## config.mk

```make
export PLATFORM = sky130hd
export DESIGN_NAME = ellipse_fan_vertex_generator_flat
export DESIGN_NICKNAME = d
export VERILOG_FILES = /design/src/rtl/efv_pkg.sv /design/src/rtl/efv_stream_if.sv /design/src/rtl/ellipse_fan_vertex_generator.sv /design/src/flat_wrapper.sv
export SDC_FILE = /design/constraint.sdc
export NUM_CORES = 2
export LEC_CHECK = 0
export BUFFER_PORTS_ARGS = -buffer_cell sky130_fd_sc_hd__buf_2
export CORE_MARGIN = 3
export CORE_UTILIZATION = 25
export CTS_BUF_LIST = sky130_fd_sc_hd__clkbuf_4 sky130_fd_sc_hd__clkbuf_8
export CTS_CLUSTER_SIZE = 24
export DETAILED_ROUTE_END_ITERATION = 10
export SKIP_LAST_GASP = 1
export SYNTH_ARGS = -nofsm -noshare
export SYNTH_HDL_FRONTEND = slang
export SYNTH_SLANG_ARGS = --single-unit
```

## constraint.sdc

```tcl
create_clock -name clk -period 16.7 [get_ports clk]
set_input_delay 2.505 -clock clk [delete_from_list [all_inputs] [get_ports clk]]
set_output_delay 2.505 -clock clk [all_outputs]
set_load 0.01 [all_outputs]
```

## src/rtl/efv_pkg.sv

```systemverilog
// shared types and constants of the ellipse fan vertex generator
`default_nettype none

package efv_pkg;

  localparam int unsigned SEGMENTS_DEF = 32;

  localparam int unsigned ANGLE_W = 16;
  localparam int unsigned COORD_W = 16;
  localparam int unsigned AXIS_W  = 15;
  localparam int unsigned TRIG_W  = 16;
  localparam int unsigned COLOR_W = 8;
  localparam int unsigned IDX_W   = 24;

  // angle offsets in 1/65536 turn
  localparam logic [ANGLE_W-1:0] QUARTER_TURN = 16'h4000;
  localparam logic [ANGLE_W-1:0] GREEN_SHIFT  = 16'd21823;
  localparam logic [ANGLE_W-1:0] BLUE_SHIFT   = 16'd43680;

  // quarter wave sine polynomial coefficients
  localparam logic [14:0] POLY_A = 15'd25736;
  localparam logic [14:0] POLY_B = 15'd10512;
  localparam logic [14:0] POLY_C = 15'd1160;

  typedef struct packed {
    logic signed [COORD_W-1:0] center_x;
    logic signed [COORD_W-1:0] center_y;
    logic [AXIS_W-1:0]         major_axis;
    logic [AXIS_W-1:0]         minor_axis;
    logic [ANGLE_W-1:0]        rotation;
  } efv_in_t;

  typedef struct packed {
    logic signed [COORD_W-1:0] vertex_x;
    logic signed [COORD_W-1:0] vertex_y;
    logic [COLOR_W-1:0]        red;
    logic [COLOR_W-1:0]        green;
    logic [COLOR_W-1:0]        blue;
    logic [IDX_W-1:0]          vertex_index;
    logic [IDX_W-1:0]          fan_center_index;
    logic [IDX_W-1:0]          fan_this_index;
    logic [IDX_W-1:0]          fan_next_index;
    logic                      has_triangle;
    logic                      last;
  } efv_out_t;

endpackage

`default_nettype wire

```

## src/rtl/efv_stream_if.sv

```systemverilog
// valid/ready stream interface carrying one payload struct
`default_nettype none

interface efv_stream_if #(
  parameter type T = logic
);
  logic valid;
  logic ready;
  T     data;

  modport source (output valid, output data, input ready);
  modport sink (input valid, input data, output ready);
endinterface

`default_nettype wire

```

## src/rtl/ellipse_fan_vertex_generator.sv

```systemverilog
// Ellipse fan vertex generator: one ellipse in, SEGMENTS+1 fan vertices out (center first).
// All arithmetic runs through one shared 32x17 signed multiplier under a small sequencer.
// Each sine or cosine takes four multiplier passes (quarter wave polynomial). The setup
// of an ellipse computes the rotation cosine and sine and the green and blue cosines, the
// center vertex is loaded next, and every rim vertex takes two sines, eight multiply or
// rounding steps and one output load. A new ellipse is accepted only in idle, after the
// last rim vertex is loaded; in_ch.ready is low while an ellipse is in work. The result
// register lets the last vertex wait while the next ellipse is taken.
`default_nettype none

module ellipse_fan_vertex_generator
  import efv_pkg::*;
#(
  parameter int unsigned SEGMENTS = SEGMENTS_DEF
) (
  input  wire logic      clk,
  input  wire logic      rst_n,
  efv_stream_if.sink     in_ch,
  efv_stream_if.source   out_ch
);

  localparam int unsigned SEG_W  = $clog2(SEGMENTS);
  localparam int unsigned T_STEP = 65536 / SEGMENTS;
  localparam int unsigned T_REM  = 65536 % SEGMENTS;
  localparam int unsigned ACC_W  = 49;
  localparam int unsigned RND_W  = ACC_W - 28;

  typedef enum logic [14:0] {
    ST_IDLE    = 15'b000000000000001,
    ST_SIN_Z2  = 15'b000000000000010,
    ST_SIN_IN  = 15'b000000000000100,
    ST_SIN_MID = 15'b000000000001000,
    ST_SIN_V   = 15'b000000000010000,
    ST_CENTER  = 15'b000000000100000,
    ST_MUL_A   = 15'b000000001000000,
    ST_MUL_B   = 15'b000000010000000,
    ST_X1      = 15'b000000100000000,
    ST_X2      = 15'b000001000000000,
    ST_X3      = 15'b000010000000000,
    ST_Y1      = 15'b000100000000000,
    ST_Y2      = 15'b001000000000000,
    ST_Y3      = 15'b010000000000000,
    ST_EMIT    = 15'b100000000000000
  } state_t;

  // which trig value the sine sequence is producing
  typedef enum logic [2:0] {
    J_COS_ROT,
    J_SIN_ROT,
    J_COS_GRN,
    J_COS_BLU,
    J_COS_T,
    J_SIN_T
  } job_t;

  state_t state_r, state_nxt;
  job_t   job_r;

  logic                      out_valid_r, out_valid_nxt;
  efv_out_t                  out_data_r;
  logic [IDX_W-1:0]          vertex_count_r;

  logic signed [COORD_W-1:0] cx_r, cy_r, x_r, y_r;
  logic [AXIS_W-1:0]         maj_r, mnr_r;
  logic [ANGLE_W-1:0]        rot_r, ang_r, t_r;
  logic [SEG_W-1:0]          rem_r, seg_r;
  logic signed [TRIG_W-1:0]  cr_r, sr_r, ct_r, st_r;
  logic [COLOR_W-1:0]        red_r, grn_r, blu_r;
  logic [IDX_W-1:0]          base_r, self_r;
  logic [14:0]               z2_r, tmp_r;
  logic signed [31:0]        pa_r, pb_r;
  logic signed [ACC_W-1:0]   acc_r;

  logic                      in_accept, out_load, seg_last;
  logic [14:0]               z_w, mag_w;
  logic signed [TRIG_W-1:0]  sin_w;
  logic [COLOR_W-1:0]        color_w;
  logic signed [31:0]        mul_a;
  logic signed [16:0]        mul_b;
  logic signed [ACC_W-1:0]   prod, rsum;
  logic signed [RND_W-1:0]   rnd;
  logic signed [COORD_W-1:0] ctr_sel, sat_w;
  logic signed [21:0]        coord;
  logic [SEG_W:0]            rem_sum;
  logic                      rem_wrap;
  logic [ANGLE_W-1:0]        t_next;
  logic [SEG_W-1:0]          rem_next;

  function automatic logic [COLOR_W-1:0] color8(input logic signed [TRIG_W-1:0] c);
    logic [23:0] cw;
    logic [23:0] scaled;
    cw     = {9'd0, c[14:0]};
    scaled = (cw << 8) - cw + 24'd8192;
    if (c <= 0) begin
      return '0;
    end
    return scaled[21:14];
  endfunction

  assign in_ch.ready  = (state_r == ST_IDLE);
  assign in_accept    = in_ch.valid && (state_r == ST_IDLE);
  assign out_ch.valid = out_valid_r;
  assign out_ch.data  = out_data_r;
  assign out_load     = ((state_r == ST_CENTER) || (state_r == ST_EMIT)) &&
                        (!out_valid_r || out_ch.ready);
  assign seg_last     = (seg_r == SEG_W'(SEGMENTS - 1));

  // quarter wave folding
  always_comb begin
    z_w = ang_r[14] ? (15'h4000 - {1'b0, ang_r[13:0]}) : {1'b0, ang_r[13:0]};
  end

  // shared multiplier operand select
  always_comb begin
    mul_a = '0;
    mul_b = '0;
    unique case (state_r)
      ST_SIN_Z2: begin
        mul_a = 32'(z_w);
        mul_b = 17'(z_w);
      end
      ST_SIN_IN: begin
        mul_a = 32'(z2_r);
        mul_b = 17'(POLY_C);
      end
      ST_SIN_MID: begin
        mul_a = 32'(z2_r);
        mul_b = 17'(tmp_r);
      end
      ST_SIN_V: begin
        mul_a = 32'(z_w);
        mul_b = 17'(tmp_r);
      end
      ST_MUL_A: begin
        mul_a = 32'(maj_r);
        mul_b = $signed({ct_r[TRIG_W-1], ct_r});
      end
      ST_MUL_B: begin
        mul_a = 32'(mnr_r);
        mul_b = $signed({st_r[TRIG_W-1], st_r});
      end
      ST_X1: begin
        mul_a = pa_r;
        mul_b = $signed({cr_r[TRIG_W-1], cr_r});
      end
      ST_X2: begin
        mul_a = pb_r;
        mul_b = $signed({sr_r[TRIG_W-1], sr_r});
      end
      ST_Y1: begin
        mul_a = pa_r;
        mul_b = $signed({sr_r[TRIG_W-1], sr_r});
      end
      ST_Y2: begin
        mul_a = pb_r;
        mul_b = $signed({cr_r[TRIG_W-1], cr_r});
      end
      default: begin
        mul_a = '0;
        mul_b = '0;
      end
    endcase
  end

  assign prod = mul_a * mul_b;

  always_comb begin
    mag_w   = prod[28:14];
    sin_w   = ang_r[15] ? -$signed({1'b0, mag_w}) : $signed({1'b0, mag_w});
    color_w = color8(sin_w);
  end

  // round to Q13 (floor after adding half), add center, saturate
  always_comb begin
    rsum    = acc_r + ACC_W'(64'd1 << 27);
    rnd     = rsum[ACC_W-1:28];
    ctr_sel = (state_r == ST_Y3) ? cy_r : cx_r;
    coord   = {ctr_sel[COORD_W-1], ctr_sel[COORD_W-1], ctr_sel[COORD_W-1],
               ctr_sel[COORD_W-1], ctr_sel[COORD_W-1], ctr_sel[COORD_W-1], ctr_sel} +
              {rnd[RND_W-1], rnd};
    if (coord > 22'sd32767) begin
      sat_w = 16'sh7FFF;
    end else if (coord < -22'sd32768) begin
      sat_w = 16'sh8000;
    end else begin
      sat_w = coord[COORD_W-1:0];
    end
  end

  // next rim angle floor((i+1)*65536/SEGMENTS) by remainder tracking
  always_comb begin
    rem_sum  = {1'b0, rem_r} + (SEG_W + 1)'(T_REM);
    rem_wrap = (rem_sum >= (SEG_W + 1)'(SEGMENTS));
    rem_next = rem_wrap ? SEG_W'(rem_sum - (SEG_W + 1)'(SEGMENTS)) : rem_sum[SEG_W-1:0];
    t_next   = t_r + ANGLE_W'(T_STEP) + ANGLE_W'(rem_wrap);
  end

  always_comb begin
    state_nxt = state_r;
    unique case (state_r)
      ST_IDLE:    if (in_ch.valid) state_nxt = ST_SIN_Z2;
      ST_SIN_Z2:  state_nxt = ST_SIN_IN;
      ST_SIN_IN:  state_nxt = ST_SIN_MID;
      ST_SIN_MID: state_nxt = ST_SIN_V;
      ST_SIN_V: begin
        unique case (job_r)
          J_COS_BLU: state_nxt = ST_CENTER;
          J_SIN_T:   state_nxt = ST_MUL_A;
          default:   state_nxt = ST_SIN_Z2;
        endcase
      end
      ST_CENTER:  if (out_load) state_nxt = ST_SIN_Z2;
      ST_MUL_A:   state_nxt = ST_MUL_B;
      ST_MUL_B:   state_nxt = ST_X1;
      ST_X1:      state_nxt = ST_X2;
      ST_X2:      state_nxt = ST_X3;
      ST_X3:      state_nxt = ST_Y1;
      ST_Y1:      state_nxt = ST_Y2;
      ST_Y2:      state_nxt = ST_Y3;
      ST_Y3:      state_nxt = ST_EMIT;
      ST_EMIT: begin
        if (out_load) begin
          state_nxt = seg_last ? ST_IDLE : ST_SIN_Z2;
        end
      end
      default:    state_nxt = ST_IDLE;
    endcase
  end

  always_comb begin
    out_valid_nxt = out_valid_r;
    if (out_load) begin
      out_valid_nxt = 1'b1;
    end else if (out_ch.ready) begin
      out_valid_nxt = 1'b0;
    end
  end

  always_ff @(posedge clk) begin
    if (!rst_n) begin
      state_r        <= ST_IDLE;
      out_valid_r    <= 1'b0;
      vertex_count_r <= '0;
    end else begin
      state_r     <= state_nxt;
      out_valid_r <= out_valid_nxt;
      if (in_accept) begin
        vertex_count_r <= vertex_count_r + IDX_W'(SEGMENTS + 1);
      end
    end
  end

  // datapath
  always_ff @(posedge clk) begin
    if (in_accept) begin
      cx_r   <= in_ch.data.center_x;
      cy_r   <= in_ch.data.center_y;
      maj_r  <= in_ch.data.major_axis;
      mnr_r  <= in_ch.data.minor_axis;
      rot_r  <= in_ch.data.rotation;
      ang_r  <= in_ch.data.rotation + QUARTER_TURN;
      job_r  <= J_COS_ROT;
      base_r <= vertex_count_r;
      self_r <= vertex_count_r + IDX_W'(1);
      seg_r  <= '0;
      t_r    <= '0;
      rem_r  <= '0;
    end

    unique case (state_r)
      ST_SIN_Z2:  z2_r  <= prod[28:14];
      ST_SIN_IN:  tmp_r <= POLY_B - prod[28:14];
      ST_SIN_MID: tmp_r <= POLY_A - prod[28:14];
      ST_SIN_V: begin
        unique case (job_r)
          J_COS_ROT: begin
            cr_r  <= sin_w;
            red_r <= color_w;
            ang_r <= rot_r;
            job_r <= J_SIN_ROT;
          end
          J_SIN_ROT: begin
            sr_r  <= sin_w;
            ang_r <= rot_r - GREEN_SHIFT + QUARTER_TURN;
            job_r <= J_COS_GRN;
          end
          J_COS_GRN: begin
            grn_r <= color_w;
            ang_r <= rot_r - BLUE_SHIFT + QUARTER_TURN;
            job_r <= J_COS_BLU;
          end
          J_COS_BLU: begin
            blu_r <= color_w;
            ang_r <= t_r + QUARTER_TURN;
            job_r <= J_COS_T;
          end
          J_COS_T: begin
            ct_r  <= sin_w;
            ang_r <= t_r;
            job_r <= J_SIN_T;
          end
          J_SIN_T: begin
            st_r <= sin_w;
          end
          default: begin
            st_r <= sin_w;
          end
        endcase
      end
      ST_MUL_A: pa_r  <= prod[31:0];
      ST_MUL_B: pb_r  <= prod[31:0];
      ST_X1:    acc_r <= prod;
      ST_X2:    acc_r <= acc_r - prod;
      ST_X3:    x_r   <= sat_w;
      ST_Y1:    acc_r <= prod;
      ST_Y2:    acc_r <= acc_r + prod;
      ST_Y3:    y_r   <= sat_w;
      default: begin
      end
    endcase

    if (out_load) begin
      out_data_r.red   <= red_r;
      out_data_r.green <= grn_r;
      out_data_r.blue  <= blu_r;
      if (state_r == ST_CENTER) begin
        out_data_r.vertex_x         <= cx_r;
        out_data_r.vertex_y         <= cy_r;
        out_data_r.vertex_index     <= base_r;
        out_data_r.fan_center_index <= '0;
        out_data_r.fan_this_index   <= '0;
        out_data_r.fan_next_index   <= '0;
        out_data_r.has_triangle     <= 1'b0;
        out_data_r.last             <= 1'b0;
      end else begin
        out_data_r.vertex_x         <= x_r;
        out_data_r.vertex_y         <= y_r;
        out_data_r.vertex_index     <= self_r;
        out_data_r.fan_center_index <= base_r;
        out_data_r.fan_this_index   <= self_r;
        out_data_r.fan_next_index   <= seg_last ? (base_r + IDX_W'(1)) : (self_r + IDX_W'(1));
        out_data_r.has_triangle     <= 1'b1;
        out_data_r.last             <= seg_last;
        // step to the next rim point
        seg_r  <= seg_r + SEG_W'(1);
        self_r <= self_r + IDX_W'(1);
        t_r    <= t_next;
        rem_r  <= rem_next;
        ang_r  <= t_next + QUARTER_TURN;
        job_r  <= J_COS_T;
      end
    end
  end

endmodule

`default_nettype wire

```

## src/flat_wrapper.sv

```systemverilog
// flat-port wrapper written by rule: the top's interface ports become plain ports
module ellipse_fan_vertex_generator_flat import efv_pkg::*;
#(
  parameter int unsigned SEGMENTS = SEGMENTS_DEF
)
  (clk, rst_n, in_ch_valid, in_ch_data, in_ch_ready, out_ch_valid, out_ch_data, out_ch_ready);
  efv_stream_if #(.T(efv_in_t)) in_ch_i ();
  efv_stream_if #(.T(efv_out_t)) out_ch_i ();
  input  wire logic clk;
  input  wire logic rst_n;
  input wire logic [$bits(in_ch_i.valid)-1:0] in_ch_valid;
  input wire logic [$bits(in_ch_i.data)-1:0] in_ch_data;
  output wire logic [$bits(in_ch_i.ready)-1:0] in_ch_ready;
  output wire logic [$bits(out_ch_i.valid)-1:0] out_ch_valid;
  output wire logic [$bits(out_ch_i.data)-1:0] out_ch_data;
  input wire logic [$bits(out_ch_i.ready)-1:0] out_ch_ready;
  assign in_ch_i.valid = in_ch_valid;
  assign in_ch_i.data = in_ch_data;
  assign in_ch_ready = in_ch_i.ready;
  assign out_ch_valid = out_ch_i.valid;
  assign out_ch_data = out_ch_i.data;
  assign out_ch_i.ready = out_ch_ready;
  ellipse_fan_vertex_generator #(.SEGMENTS(SEGMENTS)) u_core (.clk(clk), .rst_n(rst_n), .in_ch(in_ch_i), .out_ch(out_ch_i));
endmodule
```

==> impl_metrics.toml <==
[critical_path]
end_kind = "register"
cp_slowest_cell = "or4_1"
cp.required_ns = 17.21
cp-start-kind = "register"
r2r_setup_slack_ns = 1.26
endpoint = "u_core.acc_r[48]"
critical_path_arrival_ns = 15.95
worstReg2RegEnd = "u_core.acc_r[48]"
r2r_start = "u_core.state_r[14]"
critPathLaunch = "u_core.state_r[14]"
r2r_cells = 35
max_stage_delay_ns = 0.97
path_class = "register to register"
crit_fanout = 24
cpMostUsedCell = "fa_1"

[synthesis]
ys.warnings.count = 0
synth.avg_cell_area_um2 = 9.87
synth_seq_area_share_pct = 34.8
dominantRegCellSynth = "edfxtp_1"
synthTopCellsByArea = "edfxtp_1, fa_1, ha_1"
synth_top_cell_by_area = "edfxtp_1"
synth-edff-count = 530
synth_seq_cells = 623
synth_nets = 6002
synth_cells = 5168
postSynth.asyncResetShare_pct = 0
synth_top_area_share_pct = 31.2
syn_area_um2 = 51000
synth.distinct_cells = 99

[timing]
timing.final.setup_violations = 0
tns_ns = 0
hold_viol = 0
timing.final.ws_setup_ns = 1.26
finalCriticalPeriod_ns = 15.44
drv_slew = 0
rsz0062_at_grt = "no"
fin_skew_ns = 0.0880
clock.fmax_mhz = 64.7
slew_headroom_pct = 6.30
tightestPinTransition_ns = 1.37
fin_crit_sh_pct = 92.5

[cells_and_area]
layout.nets = 6234
area_growth_pct = 13.7
final_cell_mix = "nand2_1, inv_1, nor2_1"
fill_cells = 21200
drive_above_1_share_pct = 11.3
final_common_cell = "nand2_1"

[global_route]
first_global_vias = 40600
antenna_found_initial = 2
grt_max_degree = 92
grt_pass1_wl_um = 253000
grt.overflow.total = 0
grt_usage_pct = 15.7

[power_and_ir_drop]
pwr_density_cell_nw_per_um2 = 87.4
power_leakage_nw = 24.1
worst_ir_drop_vdd_mv = 0.0624

[floorplan]
die-height_um = 458
num_rows = 165
pin_count = 238
coreArea_um2 = 203000
dieArea_um2 = 210000
initial_core_util_pct = 25.2
die_x_um = 458

[placed_design]
place_congestion = 0.980
io_buffers = 237
dp_hpwl_um = 130000
dp_slack_ns = 1.42

[cts]
cts_sinks = 623
cts_inserted_buffers = 107
ctsHoldBuffers = 0
clkTransAtPathRegs_ns = 0.07
clk_latency_ns = 0.86
cts_tree = "built"
ctsRootBufferMaster = "clkbuf_8"
post-cts-setup-buffer-count = 0
clk_path_buf_depth = 3
htreeDepth = 3
cts_resized = 0

[detailed_routing]
via_per_inst = 4.85
antenna_left = 0
drt_wl_total_um = 166000
vias = 39600
drc = 0
drt-pass1-iter-count = 6
drt_iter0_markers = 3553
post_drt_wl_per_cell_um = 20.3

[outcome]
outcome = "finished, final reports clean"

[hold_path]
hp-class = "register to register"
hp-start = "u_core.blu_r[5]"

[run]
cap_violations = 0
[where the power goes]
group | total [mW] | switching, mW | internal, mW
sequential | 2.03 | 0.149 | 1.88
combinational | 1.53 | 0.947 | 0.585
clock | 1.51 | 0.680 | 0.833
[worst min path at each step]
stage,cells past startpoint,slack [ns],to
6_report,0,0.41,u_core.out_ch.data[103]
5_1_grt,0,0.41,u_core.out_ch.data[103]
4_1_cts,0,0.42,u_core.out_ch.data[103]
3_5_place_dp,0,0.41,u_core.out_ch.data[107]
3_3_place_gp,0,0.40,u_core.out_ch.data[111]
2_1_floorplan,0,0.40,u_core.out_ch.data[100]
[worst max-delay path, delay by kind of cell, from the launching register on]
family	cells	cell delay, ns
XOR/XNOR	4	1.52
buffers and inverters	1	0.05
flip-flops	1	0.34
AND/OR/NAND/NOR	14	6.19
adder cells (fa/ha/maj)	8	3.81
AO/OA/AOI/OAI	8	3.11
[cell families after synthesis]
logic type | after synthesis | synth area share, %
simple gates | 1744 | 15.4
compound gates | 918 | 12.2
buf+inv | 821 | 6.10
fa+ha+maj | 752 | 26.1
flops | 623 | 34.8
xor+xnor | 297 | 5.12
mux | 13 | 0.260
[Yosys cell counts (12+ instances only)]
cell	instances
a211o_1	17
a211oi_1	41
a21o_1	84
a21oi_1	208
a221o_1	12
a221oi_1	16
a222oi_1	13
a22o_1	26
a22oi_1	51
a31oi_1	26
and2_1	85
and3_1	62
and4_1	14
buf_2	13
clkbuf_1	201
dfxtp_1	93
edfxtp_1	530
fa_1	524
ha_1	228
inv_1	589
nand2_1	651
nand2b_1	37
nand3_1	90
nand4_1	48
nor2_1	561
nor2b_1	24
nor3_1	58
nor4_1	13
o211ai_1	33
o21a_1	27
o21ai_0	189
o21ai_1	17
o22ai_1	14
o31ai_1	26
or2_2	23
or3_1	32
xnor2_1	188
xor2_1	108
[layer usage]
layer | up-vias | share of wire (%) | GRT usage [%]
li1 | 18000 | - | -
met1 | 19800 | 42 | 20.3
met2 | 1468 | 47 | 25.7
met3 | 295 | 6.5 | 2.41
met4 | 0 | 5.0 | 7.43
met5 | - | 0 | 0
[area by class of cell]
class	instances	area (µm²)	share of cell area, %
Timing Repair Buffer	348	2020	3.48
Clock buffer	145	1800	3.09
Antenna cell	1	2.50	0.00431
Tap cell	2672	3340	5.76
Inverter	596	2240	3.86
Multi-Input combinational cell	3724	30300	52.3
Clock inverter	53	526	0.905
Sequential cell	623	17800	30.6
[sequential cells by signal, summed over array words and instances, names as in the netlist, 15 cells and up]
name,flops
u_core.acc_r,49
u_core.ang_r,16
u_core.base_r,24
u_core.cr_r,16
u_core.ct_r,16
u_core.cx_r,16
u_core.cy_r,16
u_core.maj_r,15
u_core.mnr_r,15
u_core.out_ch.data,154
u_core.pa_r,32
u_core.pb_r,32
u_core.rot_r,16
u_core.self_r,24
u_core.sr_r,16
u_core.st_r,16
u_core.state_r,15
u_core.t_r,16
u_core.tmp_r,15
u_core.vertex_count_r,24
u_core.x_r,16
u_core.y_r,16
u_core.z2_r,15
[stage by stage]
step                area, µm²  std cells  util [%]  hold WS [ns]  power (mW)
floorplan               51000       5168         -         0.400        3.07
global placement        55700       7963      27.5         0.403        3.56
detailed placement      55700       7963      27.5         0.406        3.57
CTS                     58000       8161      28.7         0.415        5.10
global route            58000       8162      28.7         0.415        5.35
finish                  58000       8162      28.7         0.413        5.07
(Power assumes the default switching activity.)
